`config.mk`:
```
export PLATFORM = sky130hd
export DESIGN_NAME = weighted_random_entry_pick
export DESIGN_NICKNAME = d
export VERILOG_FILES = /design/src/hw/rtl/wrep_pkg.sv /design/src/hw/rtl/weighted_random_entry_pick.sv
export SDC_FILE = /design/constraint.sdc
export NUM_CORES = 1
export LEC_CHECK = 0
export BUFFER_PORTS_ARGS = -buffer_cell sky130_fd_sc_hd__buf_2
export CELL_PAD_IN_SITES_DETAIL_PLACEMENT = 1
export CELL_PAD_IN_SITES_GLOBAL_PLACEMENT = 2
export CORE_MARGIN = 5
export CORE_UTILIZATION = 38
export DETAILED_ROUTE_END_ITERATION = 6
export PLACE_DENSITY = 0.78
export SYNTH_ARGS = -nofsm -noshare
export SYNTH_HDL_FRONTEND = slang
export SYNTH_SLANG_ARGS = --single-unit
```
`constraint.sdc`:
```
create_clock -name clk -period 3.5 [get_ports clk]
set_input_delay 0.35 -clock clk [delete_from_list [all_inputs] [get_ports clk]]
set_output_delay 0.35 -clock clk [all_outputs]
set_load 0.005 [all_outputs]
```
`src/hw/rtl/wrep_pkg.sv`:
```
// ----------------------------------------------------------------------------
// wrep_pkg: shared types and constants for the weighted random entry pick
// Holds the beat types of both channels, the register indexes of the
// configuration port and the sequencer state type.
// ----------------------------------------------------------------------------
package wrep_pkg;

	localparam int unsigned WeightW = 16;
	localparam int unsigned ScoreW  = 16;
	localparam int unsigned MoveW   = 16;
	localparam int unsigned RandW   = 64;
	localparam int unsigned SumW    = 32;
	localparam int unsigned CfgIdxW = 1;
	localparam int unsigned CfgW    = 16;

	// Bits of the draw counter: one step per bit of the random value.
	localparam int unsigned StepW   = $clog2(RandW);

	localparam logic [CfgIdxW-1:0] CFG_MIN_SCORE = 1'b0;
	localparam logic [CfgIdxW-1:0] CFG_PICK_BEST = 1'b1;

	typedef struct packed {
		logic        [WeightW-1:0] entry_weight;
		logic signed [ScoreW-1:0]  entry_score;
		logic        [MoveW-1:0]   entry_move;
		logic        [RandW-1:0]   random_value;
		logic                      last_entry;
	} in_beat_t;

	typedef struct packed {
		logic                      found;
		logic        [MoveW-1:0]   chosen_move;
		logic signed [ScoreW-1:0]  chosen_score;
	} out_beat_t;

	typedef enum logic [1:0] {
		ST_IDLE,
		ST_DRAW,
		ST_DECIDE
	} wrep_state_t;

endpackage

```
`src/hw/rtl/weighted_random_entry_pick.sv`:
```
// ----------------------------------------------------------------------------
// weighted_random_entry_pick: weighted reservoir choice over a run of entries
// Keeps the running weight sum and the largest weight of the current run,
// draws random mod sum with a bit-serial remainder unit and holds the chosen
// entry until the last beat of the run, which releases one result beat.
// ----------------------------------------------------------------------------
//
//  Channel  | Signals                         | Carries
//  ---------+---------------------------------+----------------------------------
//  in       | in_valid, in_ready, in_data     | one candidate entry per beat
//  out      | out_valid, out_ready, out_data  | one result beat per run
//  cfg      | cfg_we, cfg_index, cfg_wdata    | min_score and pick_best writes
//
// When the running sum is non-zero an entry is taken in the idle state, then
// runs through the restoring remainder loop (one random bit per cycle through
// a single 33-bit compare and subtract) and is settled in a decision state.
// When the sum is zero the loop is skipped.
// in_ready is high only while the sequencer is idle.
// The result sits in an output register, so a stalled out channel only holds
// the block back on a last entry that finds the register still full.
// Reset clears the run state, the configuration and the output valid flag.
//
module weighted_random_entry_pick (
	input  logic                             clk,
	input  logic                             arst_n,

	input  logic                             in_valid,
	output logic                             in_ready,
	input  wrep_pkg::in_beat_t               in_data,

	output logic                             out_valid,
	input  logic                             out_ready,
	output wrep_pkg::out_beat_t              out_data,

	input  logic                             cfg_we,
	input  logic [wrep_pkg::CfgIdxW-1:0]     cfg_index,
	input  logic [wrep_pkg::CfgW-1:0]        cfg_wdata
);

	import wrep_pkg::*;

	// Configuration registers.
	logic signed [ScoreW-1:0]  min_score_q;
	logic                      pick_best_q;

	// Sequencer.
	wrep_state_t               state_q;
	wrep_state_t               state_d;
	logic [StepW-1:0]          step_q;

	// Run state kept across the entries of one query.
	logic [WeightW-1:0]        best_weight_q;
	logic [SumW-1:0]           weight_sum_q;
	logic [MoveW-1:0]          held_move_q;
	logic signed [ScoreW-1:0]  held_score_q;
	logic                      held_valid_q;

	// The entry being worked on.
	logic [WeightW-1:0]        weight_q;
	logic signed [ScoreW-1:0]  score_q;
	logic [MoveW-1:0]          move_q;
	logic                      last_q;
	logic                      best_hit_q;

	// Remainder unit: the random value shifts out at the top, one bit a cycle.
	logic [RandW-1:0]          dividend_q;
	logic [SumW-1:0]           rem_q;
	logic [SumW:0]             trial;
	logic                      trial_ge;
	logic [SumW-1:0]           rem_next;

	// Output register.
	logic                      out_valid_q;
	out_beat_t                 out_data_q;

	// Decision of the current entry.
	logic                      accept;
	logic                      slot_free;
	logic                      draw_hit;
	logic                      score_ok;
	logic                      take_entry;
	logic                      emit;
	logic                      step_last;
	logic [WeightW-1:0]        best_weight_new;
	logic [SumW-1:0]           weight_sum_new;

	assign accept    = in_valid && in_ready;
	assign slot_free = !out_valid_q || out_ready;
	assign step_last = (step_q == StepW'(RandW - 1));

	// Running maximum and wrapping sum, as they stand once this entry is added.
	assign best_weight_new = (in_data.entry_weight > best_weight_q) ?
		in_data.entry_weight : best_weight_q;
	assign weight_sum_new  = weight_sum_q + SumW'(in_data.entry_weight);

	// One restoring step: bring down the next random bit, then subtract the
	// sum if it fits. The partial remainder stays below the sum, so a single
	// subtraction always suffices and the result fits back in 32 bits.
	assign trial    = {rem_q, dividend_q[RandW-1]};
	assign trial_ge = (trial >= {1'b0, weight_sum_q});
	assign rem_next = trial_ge ? SumW'(trial - {1'b0, weight_sum_q}) : trial[SumW-1:0];

	// A zero sum never draws; the remainder is then stale and ignored.
	assign draw_hit   = (weight_sum_q != '0) && (rem_q < SumW'(weight_q));
	assign score_ok   = ($signed(score_q) >= $signed(min_score_q));
	assign take_entry = score_ok && (draw_hit || best_hit_q);

	// ---------------------------------------------------------------- next state
	always_comb begin
		state_d = state_q;
		unique case (state_q)
			ST_IDLE: begin
				if (accept) begin
					state_d = (weight_sum_new == '0) ? ST_DECIDE : ST_DRAW;
				end
			end
			ST_DRAW: begin
				if (step_last) begin
					state_d = ST_DECIDE;
				end
			end
			ST_DECIDE: begin
				if (!last_q || slot_free) begin
					state_d = ST_IDLE;
				end
			end
			default: begin
				state_d = ST_IDLE;
			end
		endcase
	end

	// ---------------------------------------------------------------- outputs
	always_comb begin
		in_ready = 1'b0;
		emit     = 1'b0;
		unique case (state_q)
			ST_IDLE: begin
				in_ready = 1'b1;
			end
			ST_DRAW: begin
			end
			ST_DECIDE: begin
				emit = last_q && slot_free;
			end
			default: begin
			end
		endcase
	end

	always_ff @(posedge clk or negedge arst_n) begin
		if (!arst_n) begin
			state_q <= ST_IDLE;
		end else begin
			state_q <= state_d;
		end
	end

	// ---------------------------------------------------------------- configuration
	always_ff @(posedge clk or negedge arst_n) begin
		if (!arst_n) begin
			min_score_q <= '0;
			pick_best_q <= 1'b0;
		end else if (cfg_we) begin
			unique case (cfg_index)
				CFG_MIN_SCORE: min_score_q <= $signed(cfg_wdata[ScoreW-1:0]);
				CFG_PICK_BEST: pick_best_q <= cfg_wdata[0];
				default: begin
				end
			endcase
		end
	end

	// ---------------------------------------------------------------- entry capture
	// The entry fields need no reset; they are only read after a beat is taken.
	always_ff @(posedge clk) begin
		if (accept) begin
			weight_q   <= in_data.entry_weight;
			score_q    <= in_data.entry_score;
			move_q     <= in_data.entry_move;
			last_q     <= in_data.last_entry;
			// The weight equals the new maximum exactly when it is not below the old one.
			best_hit_q <= pick_best_q && (in_data.entry_weight >= best_weight_q);
		end
	end

	// ---------------------------------------------------------------- remainder unit
	always_ff @(posedge clk or negedge arst_n) begin
		if (!arst_n) begin
			step_q <= '0;
		end else if (accept) begin
			step_q <= '0;
		end else if (state_q == ST_DRAW) begin
			step_q <= step_q + StepW'(1);
		end
	end

	always_ff @(posedge clk) begin
		if (accept) begin
			dividend_q <= in_data.random_value;
			rem_q      <= '0;
		end else if (state_q == ST_DRAW) begin
			dividend_q <= {dividend_q[RandW-2:0], 1'b0};
			rem_q      <= rem_next;
		end
	end

	// ---------------------------------------------------------------- run state
	always_ff @(posedge clk or negedge arst_n) begin
		if (!arst_n) begin
			best_weight_q <= '0;
			weight_sum_q  <= '0;
			held_move_q   <= '0;
			held_score_q  <= '0;
			held_valid_q  <= 1'b0;
		end else if (accept) begin
			best_weight_q <= best_weight_new;
			weight_sum_q  <= weight_sum_new;
		end else if (emit) begin
			// The run is over: start the next query from a clean slate.
			best_weight_q <= '0;
			weight_sum_q  <= '0;
			held_move_q   <= '0;
			held_score_q  <= '0;
			held_valid_q  <= 1'b0;
		end else if (state_q == ST_DECIDE && take_entry) begin
			// Repeating this while a last entry waits for the output slot
			// writes the same values again, which is harmless.
			held_move_q  <= move_q;
			held_score_q <= score_q;
			held_valid_q <= 1'b1;
		end
	end

	// ---------------------------------------------------------------- output register
	always_ff @(posedge clk or negedge arst_n) begin
		if (!arst_n) begin
			out_valid_q <= 1'b0;
		end else if (emit) begin
			out_valid_q <= 1'b1;
		end else if (out_ready) begin
			out_valid_q <= 1'b0;
		end
	end

	always_ff @(posedge clk) begin
		if (emit) begin
			if (take_entry) begin
				out_data_q.found        <= 1'b1;
				out_data_q.chosen_move  <= move_q;
				out_data_q.chosen_score <= score_q;
			end else begin
				out_data_q.found        <= held_valid_q;
				out_data_q.chosen_move  <= held_valid_q ? held_move_q : '0;
				out_data_q.chosen_score <= held_valid_q ? held_score_q : '0;
			end
		end
	end

	assign out_valid = out_valid_q;
	assign out_data  = out_data_q;

	// ---------------------------------------------------------------- assertions
	// The remainder unit must leave a true remainder behind.
	a_rem_below_sum: assert property (@(posedge clk) disable iff (!arst_n)
		(state_q == ST_DECIDE && weight_sum_q != '0) |-> (rem_q < weight_sum_q))
		else $error("remainder not below the weight sum");

	// Releasing a result must clear the whole run state.
	a_run_cleared: assert property (@(posedge clk) disable iff (!arst_n)
		emit |=> (weight_sum_q == '0 && best_weight_q == '0 && !held_valid_q))
		else $error("run state not cleared after the result");

	// A result only appears straight out of a decision cycle.
	a_result_from_decide: assert property (@(posedge clk) disable iff (!arst_n)
		$rose(out_valid_q) |-> $past(state_q == ST_DECIDE))
		else $error("result raised outside a decision");

	// A result with no choice carries zero fields.
	a_empty_result_zero: assert property (@(posedge clk) disable iff (!arst_n)
		(out_valid_q && !out_data_q.found) |->
			(out_data_q.chosen_move == '0 && out_data_q.chosen_score == '0))
		else $error("empty result carries non-zero fields");

	// No new entry is taken while the remainder loop runs.
	a_no_take_in_draw: assert property (@(posedge clk) disable iff (!arst_n)
		(state_q == ST_DRAW) |-> !in_ready)
		else $error("entry taken during the draw");

endmodule
```
---- After elaboration in Yosys (flattened, before gate mapping) ----
Cells that the tools add are included.
word-level totals
  flip-flop bits (word level) ............. 286
  input bits .............................. 135
  output and inout bits ................... 35
cells by class
  $add $sub $neg .......................... 3
  order comparisons ....................... 5
  equality and inequality tests ........... 7
  mux-type cells .......................... 28
  bitwise operators ....................... 2
  reduce and logical (&&, ||, !) cells .... 23
operators with widths
  cell                 count
  $mux 16              9
  $mux 32              4
  $mux 64              2
  $ge 33x32->1         1
  $add 32x16->32       1
  $ge 16x16->1         2
  $logic_not 32->1     1
  $lt 32x16->1         1
  $reduce_bool 32->1   1
  $sub 32x32->32       1
  $gt 16x16->1         1
  $mux 6               2
  $mux 2               4
  $reduce_and 2->1     4
  $reduce_bool 2->1    4
  $add 6x1->6 const B  1
  $eq 6x6->1 const B   1
  $logic_and 1x1->1    6
  $mux 1               6
  $ne 2x2->1 const B   3
  $pmux 2 s3           1
  $logic_or 1x1->1     3
  $reduce_and 3->1     1
  $eq 2x1->1 const B   1
  other kinds (5)      7

---- Longest topological paths before layout ----
Gate-level depths: netlist of run 1.
  depth after elaboration ................. 7
  mapped depth ............................ 14

---- Least setup slack after synthesis of run 1 ----
No wires, ideal clock.
  kind .................................... register to register
  start point ............................. register state_q[1]
  end point ............................... register best_hit_q (enable)
  setup time .............................. 434 ps
  data arrival time ....................... 2704 ps
  setup slack ............................. 363 ps
  cell stages (with the launch flop) ...... 6
  path buffers ............................ 2
  cells stage by stage .................... dfrtp_1 -> nor2_1 -> nand2_1 -> inv_1 -> clkbuf_1 -> clkbuf_1
between the ends
  word-level cells in the longest chain between the ends .. 3
ends and longest elaborated chain
  element                 RTL line                           source
  from (decl)             weighted_random_entry_pick.sv:47   wrep_state_t state_q;
  from (signal assigned)  weighted_random_entry_pick.sv:155  state_q <= state_d;
  $logic_not 2->1         weighted_random_entry_pick.sv:137  unique case (state_q)
  $mux 1                  weighted_random_entry_pick.sv:137
  named net in_ready      weighted_random_entry_pick.sv:28   output logic in_ready,
  $logic_and 1x1->1       weighted_random_entry_pick.sv:87   assign accept = in_valid && in_ready;
  named net accept        weighted_random_entry_pick.sv:77   logic accept;
  to (signal assigned)    weighted_random_entry_pick.sv:183  best_hit_q <= pick_best_q && (in_data.entry_weight >= best_weight_q);
  to (decl)               weighted_random_entry_pick.sv:63   logic best_hit_q;
The timed path passes the listed nets, and every way through them passes these cells.
A chain may end at the register's enable or synchronous reset.

---- Worst setup path in the final report of run 1 ----
  start point ............................. register weight_sum_q[0]
  end point ............................... register state_q[1]
between the ends
  word-level cells in the longest chain between the ends .. 5
ends and longest elaborated chain
  element                 RTL line                           source
  from (decl)             weighted_random_entry_pick.sv:53   logic [SumW-1:0] weight_sum_q;
  from (signal assigned)  weighted_random_entry_pick.sv:218  weight_sum_q <= weight_sum_new;
  $add 32x16->32          weighted_random_entry_pick.sv:94   assign weight_sum_new = weight_sum_q + SumW'(in_data.entry_weight);
  $logic_not 32->1        weighted_random_entry_pick.sv:114  state_d = (weight_sum_new == '0) ? ST_DECIDE : ST_DRAW;
  $mux 2                  weighted_random_entry_pick.sv:114
  $mux 2                  weighted_random_entry_pick.sv:113  if (accept) begin
  $pmux 2 s3              weighted_random_entry_pick.sv:111  unique case (state_q)
No other way between the ends. The select of a mux whose other input is x is not followed.

==> out/qor.yml, run 1 <==
drt-total-wl_mm: 48.71
detail-route-antenna-nets: 0
drive_gt1_frac: 0.1966
ys_types: 74
start_util: 0.3845
slew_violations: 0
htree_levels: 2
hold_start: "cfg_wdata[3]"
whs_path_depth: 3
yosysMostFrequentCell: "nand2_1"
hold_ws_ns: 0.02610
finalHoldViolCount: 0
drv_cap: 0
grt_pass1_vias: 14000
cts_tree: "yes"
status: "completed"
fin_nets: 2123
final.setup_skew_ns: 0.02116
synthFlopType: "edfxtp_1"
r2r_cells: 13
drc: 0
cts_buffers: 36
syn_nets: 1880
ctsLongestPathBuffers: 3
clkTransAtPathRegs_ns: 0.06
clock_sinks: 286
hold_end: "min_score_q[3]"
worstSkewPairLatency_ns: 0.56
die_x_um: 213.3
synth.avg_cell_area_um2: 9.533
finalSetupViolations: 0
hp-class: "input port to flop"
drtIter0Drc: 648
crit_arrival_ns: 3.94
synth_top_area_share: 0.2812
slew_headroom: 0.2631
crit_start: "weight_sum_q[0]"
r2r_slack_ns: 0.05
port_buffers: 169
start_kind: "flop"
dr_total_vias: 13040
synth_edf_count: 147
async_flop_share: 0.3741
r2r_start: "weight_sum_q[0]"
synthCells: 1647
globalRouteOverflowTotal: 0
synth_seq_cells: 286
powerDensity_nw_per_um2: 878.8
fin_total_pwr_mw: 16.91
r2r_end: "state_q[1]"
fmax_mhz: 289.6
grt_use_total: 0.2133
routabilityCongestion: 0.8517
vias_per_cell: 5.312
worst_slew_pin_slew_ns: 1.105
grt_start_max_net_pins: 77
place_hpwl_mm: 34.50
num_io_pins: 170
final_util: 0.4713
p_leak_nw: 8.759
period_share: 0.9866
dieArea_um2: 45480
cts_root_buf: "clkbuf_16"
core.rowCount: 74
fill_cells: 4645
critical_path_peak_fanout: 3
worstSetupPathType: "flop to flop"
cp-end-kind: "flop"
post-route-min-period_ns: 3.453
multi_input_area_um2: 7271
ys_seq_area_frac: 0.4925
grt_antenna_before_repair: 13
cp.required_ns: 3.99
yosysTopAreaCell: "edfxtp_1"
synth_area_leaders: "edfxtp_1, dfrtp_1, nand2_1"
ir_worst_vdd_v: 0.0004707
wire_per_inst_um: 19.84
coreArea_um2: 40830
regArea_um2: 7735
areaGrowthSynthToFinish_pct: 22.58
syn_area_um2: 15700
grt_pass1_wl_mm: 76.91
synthTopCellsByCount: "nand2_1, o21ai_0, edfxtp_1"
synth_warnings: 0
drt-pass1-iter-count: 4
rsz0062_at_grt: "true"
die_h_um: 213.3
[registers in the layout, indices dropped and copies added, names as in the netlist]
name / count
best_weight_q: 16
held_valid_q: 1
best_hit_q: 1
weight_sum_q: 32
score_q: 16
out_valid: 1
move_q: 16
rem_q: 32
weight_q: 16
last_q: 1
state_q: 2
step_q: 6
min_score_q: 16
held_score_q: 16
dividend_q: 64
held_move_q: 16
pick_best_q: 1
out_data: 33
[logic make-up after synthesis]
logic type,synth area share
compound gates,0.1734
xor+xnor,0.02566
fa+ha+maj,0.07906
buf+inv,0.05260
flops,0.4925
mux,0.01227
simple gates,0.1645
[cell type report]
cell class                 count  area share
antenna                        5   0.0006502
timing repair buffer         285     0.09889
inverter                     124     0.02432
clock buffer                  49     0.05195
clock inverter                17    0.009882
tap                          532     0.03459
multi-input combinational   1157      0.3778
sequential                   286      0.4019
[worst max-delay path: stages, from the launching register on]
cell	delay (ns)
dfrtp_1	0.42
ha_4	0.19
fa_2	0.40
a21o_1	0.23
a211oi_4	0.27
o21ai_1	0.09
a221o_2	0.44
a22oi_4	0.17
mux2i_1	0.11
a2111oi_2	0.34
nand4_1	0.17
nor4_2	0.30
buf_4	0.17
a21o_1	0.11
[worst max path at each step]
stage | depth (start not counted) | slack (ns) | endpoint
after global routing | 13 | -0.10 | state_q[1]
after floorplan | 5 | 0.36 | best_hit_q
final | 13 | 0.05 | state_q[1]
after detailed placement | 14 | -0.14 | state_q[0]
after CTS | 13 | 0.02 | state_q[0]
after global placement | 14 | -0.03 | state_q[0]
[per-stage QoR]
| step | worst slack (ns) | instances | TNS, ns | area, um^2 |
|---|---|---|---|---|
| finish | 0.04691 | 2455 | 0 | 19240 |
| global route | -0.1026 | 2453 | -0.1932 | 19240 |
| CTS | 0.02214 | 2449 | 0 | 19130 |
| detailed placement | -0.1402 | 2341 | -0.2410 | 17510 |
| global placement | -0.03287 | 2341 | -0.03287 | 17510 |
| floorplan | 0.3625 | 1647 | 0 | 15700 |
[repair_timing]
action / CTS / global route
buffers inserted: 0 / 1
pin swaps: 0 / 17
gates resized for setup: 2 / 22
setup endpoints to repair: 2 / 35
hold buffers: 42 / 0
hold endpoints to repair: 72 / 0
[routing by layer]
metal / GRT usage / vias to the layer above / part of all wire
met5: 0 / - / 0.0018
met3: 0.04408 / 88 / 0.043
met4: 0.06469 / 18 / 0.025
met2: 0.3621 / 204 / 0.48
li1: - / 6325 / -
met1: 0.2761 / 6407 / 0.45
[layout by cell type (no fill, tap or decap), drive strengths merged, types with 22 or more instances in the layout]
cell / n
ha: 96
nand3: 79
o21ai: 174
edfxtp: 147
dfrtp: 107
inv: 126
xnor2: 24
o31ai: 42
a21o: 38
dfxtp: 32
dlygate4sd3: 42
buf: 243
a21oi: 56
clkbuf: 49
nor2: 53
xor2: 22
nand2: 355
[power by group]
| group | total [mW] | leakage [nW] | switching [mW] | internal [mW] |
|---|---|---|---|---|
| Clock | 3.75 | 0.587 | 1.51 | 2.24 |
| Combinational | 7.83 | 5.29 | 4.56 | 3.27 |
| Sequential | 5.33 | 2.88 | 0.610 | 4.72 |
| Total | 16.9 | 8.76 | 6.68 | 10.2 |
Note: power is estimated with default switching activity, not from simulation.
==> inputs of run 2 (changes only) <==
CELL_PAD_IN_SITES_GLOBAL_PLACEMENT = 1   (was 2)
CORE_UTILIZATION = 40   (was 38)
HOLD_SLACK_MARGIN = 0.08   (was default)
PLACE_DENSITY = 0.68   (was 0.78)
==> run 2 against run 1 <==
Compared with the run above: register-to-register slack better by 0.11 ns; worst setup slack improved by 0.11 ns; clock power increased by 1%; critical path depth up 1; global-route usage rose by 2.1 points; cell area up 4.0%; worst hold slack better by 0.077 ns; routed wire length is 6.0% higher; sequential power is essentially flat; first-iteration DRC count decreased by 10%; core utilization grew 4.5 points; sequential cell count did not move; critical path type unchanged.
==> out/qor.yml, run 2 (synthesized netlist as in run 1, its figures left out) <==
status: "completed"
hold_start: "in_data[108]"
whs_path_depth: 1  # -2
worst_slew_pin_slew_ns: 1.076  # -0.02912 ns
fin_nets: 2202  # +3.7%
grt_pass1_vias: 14770  # +5.5%
cpPeakStageDelay_ns: 0.41  # -0.03 ns
grt_antenna_before_repair: 6  # -7
cp-end-kind: "flop"
period_share: 0.9543  # -0.03230
design_area_um2: 20010  # +4.0%
finalSetupTns_ns: 0  # unchanged
placed_area_um2: 17480  # -0.21%
crit_family: "compound AO/OA/AOI/OAI gates"
detail-route-antenna-nets: 0  # unchanged
cts_tree: "yes"
worstSkewPairLatency_ns: 0.56  # about the same
place_hpwl_mm: 34.50  # about the same
grt_use_total: 0.2346  # +0.02133
crit_cells: 14  # +1
die_h_um: 208.1  # -2.4%
hp-class: "input port to flop"
slew_headroom: 0.2825  # +0.01942
wire_per_inst_um: 20.50  # +3.3%
finalHoldViolCount: 0  # unchanged
drt-pass1-iter-count: 5  # +1
fmax_mhz: 299.4  # +3.4%
clkTransAtPathRegs_ns: 0.06  # about the same
r2r_cells: 14  # +1
dpl.cell_count: 2326  # -0.64%
path_cells: "buf_4 > ha_1 > fa_1 > nor2b_1 > o31a_1 > nor2_1 > o211ai_1 > o211ai_1 > buf_4 > o211ai_1 > a221o_1 > a21oi_1 > xor2_1 > o21ai_1"
start_kind: "flop"
routabilityCongestion: 0.8441  # -0.89%
globalRouteOverflowTotal: 0  # unchanged
final_cell_count_no_fill: 2519  # +2.6%
htree_levels: 2  # unchanged
grt_start_max_net_pins: 75  # -2.6%
clock_sinks: 286  # unchanged
top_register: "dividend_q"
slowest_stage: "fa_1"
grt_pass1_wl_mm: 82.23  # +6.9%
start_util: 0.4053  # +0.02079
drc: 0  # unchanged
final_util: 0.5166  # +0.04528
die_x_um: 208.1  # -2.4%
largest_reg_flops: 64  # unchanged
areaGrowthSynthToFinish_pct: 27.46
r2r_slack_ns: 0.16  # +0.11 ns
rsz0062_at_grt: "false"
vias_per_cell: 5.393  # +1.5%
ir_worst_vdd_v: 0.0005050  # +7.3%
drive_gt1_frac: 0.1868  # -0.009779
dieArea_um2: 43310  # -4.8%
hold_ws_ns: 0.1027  # +0.07663 ns
drtIter0Drc: 582  # -10%
ctsLongestPathBuffers: 3  # unchanged
cp.required_ns: 3.92  # -0.07 ns
path_buf_inv: 2  # +1
cts_buffers: 36  # unchanged
finalSetupViolations: 0  # unchanged
num_io_pins: 170  # unchanged
final.setup_skew_ns: 0.02602  # +0.004856 ns
worstSetupPathType: "flop to flop"
cp_common_cell: "o211ai_1"
dr_total_vias: 13590  # +4.2%
hold_end: "weight_q[11]"
port_buffers: 169  # unchanged
drv_cap: 0  # unchanged
p_leak_nw: 9.116  # +4.1%
crit_arrival_ns: 3.76  # -0.18 ns
post-route-min-period_ns: 3.340  # -0.1130 ns
cts_root_buf: "clkbuf_16"
r2r_start: "weight_sum_q[0]"
coreArea_um2: 38740  # -5.1%
slew_violations: 0  # unchanged
layout_common_cells: "nand2_1, buf_2, o21ai_0"
powerDensity_nw_per_um2: 851.9  # -3.1%
critical_path_peak_fanout: 3  # unchanged
drt-total-wl_mm: 51.65  # +6.0%
final_common_cell: "nand2_1"
core.rowCount: 72  # -2.7%
r2r_end: "rem_q[28]"
==> run 2: area by class of cell <==
cell class | instances | area, um^2
Multi-Input combinational cell | 1157 | 7236
Clock buffer | 49 | 1041
Sequential cell | 286 | 7734
Fill cell | 4401 | 18730
Inverter | 124 | 470.5
Antenna cell | 4 | 10.01
Timing Repair Buffer | 364 | 2708
Clock inverter | 17 | 165.2
Tap cell | 518 | 648.1
==> run 2: worst max-delay path by stage <==
stage,from,to,slack [ns]
floorplan,state_q[1],best_hit_q,0.36
global placement,in_data[97],state_q[0],-0.06
detailed placement,in_data[97],state_q[0],-0.05
CTS,weight_sum_q[0],state_q[0],0.04
global route,rem_q[17],held_score_q[3],0.006
finish,weight_sum_q[0],rem_q[28],0.16
==> run 2: where the power goes <==
group	internal, mW	leakage [nW]	switching [mW]
Clock	2.25	0.603	1.55
Combinational	3.27	5.63	4.65
Sequential	4.72	2.88	0.618
==> run 2: per-stage QoR <==
stage | power [mW] | setup slack, ns
2_1_floorplan | 10.44 | 0.3625
3_3_place_gp | 12.68 | -0.05808
3_5_place_dp | 12.94 | -0.05255
4_1_cts | 16.92 | 0.04484
5_1_grt | 18.32 | 0.005648
6_report | 17.05 | 0.1600
==> run 2: metal layers <==
metal	vias to the layer above	routed length [um]	GRT usage
met1	6736	22480	0.3027
li1	6475	-	-
met3	86	2178	0.04022
met5	-	23	0
met2	285	25640	0.4063
met4	4	1320	0.06999
==> run 2: what timing repair did <==
action                     in CTS  in global routing
hold buffers                  121                  0
setup endpoints to repair       0                 34
resized for setup               0                 17
hold endpoints to repair      187                  0
setup buffers                   0                  1
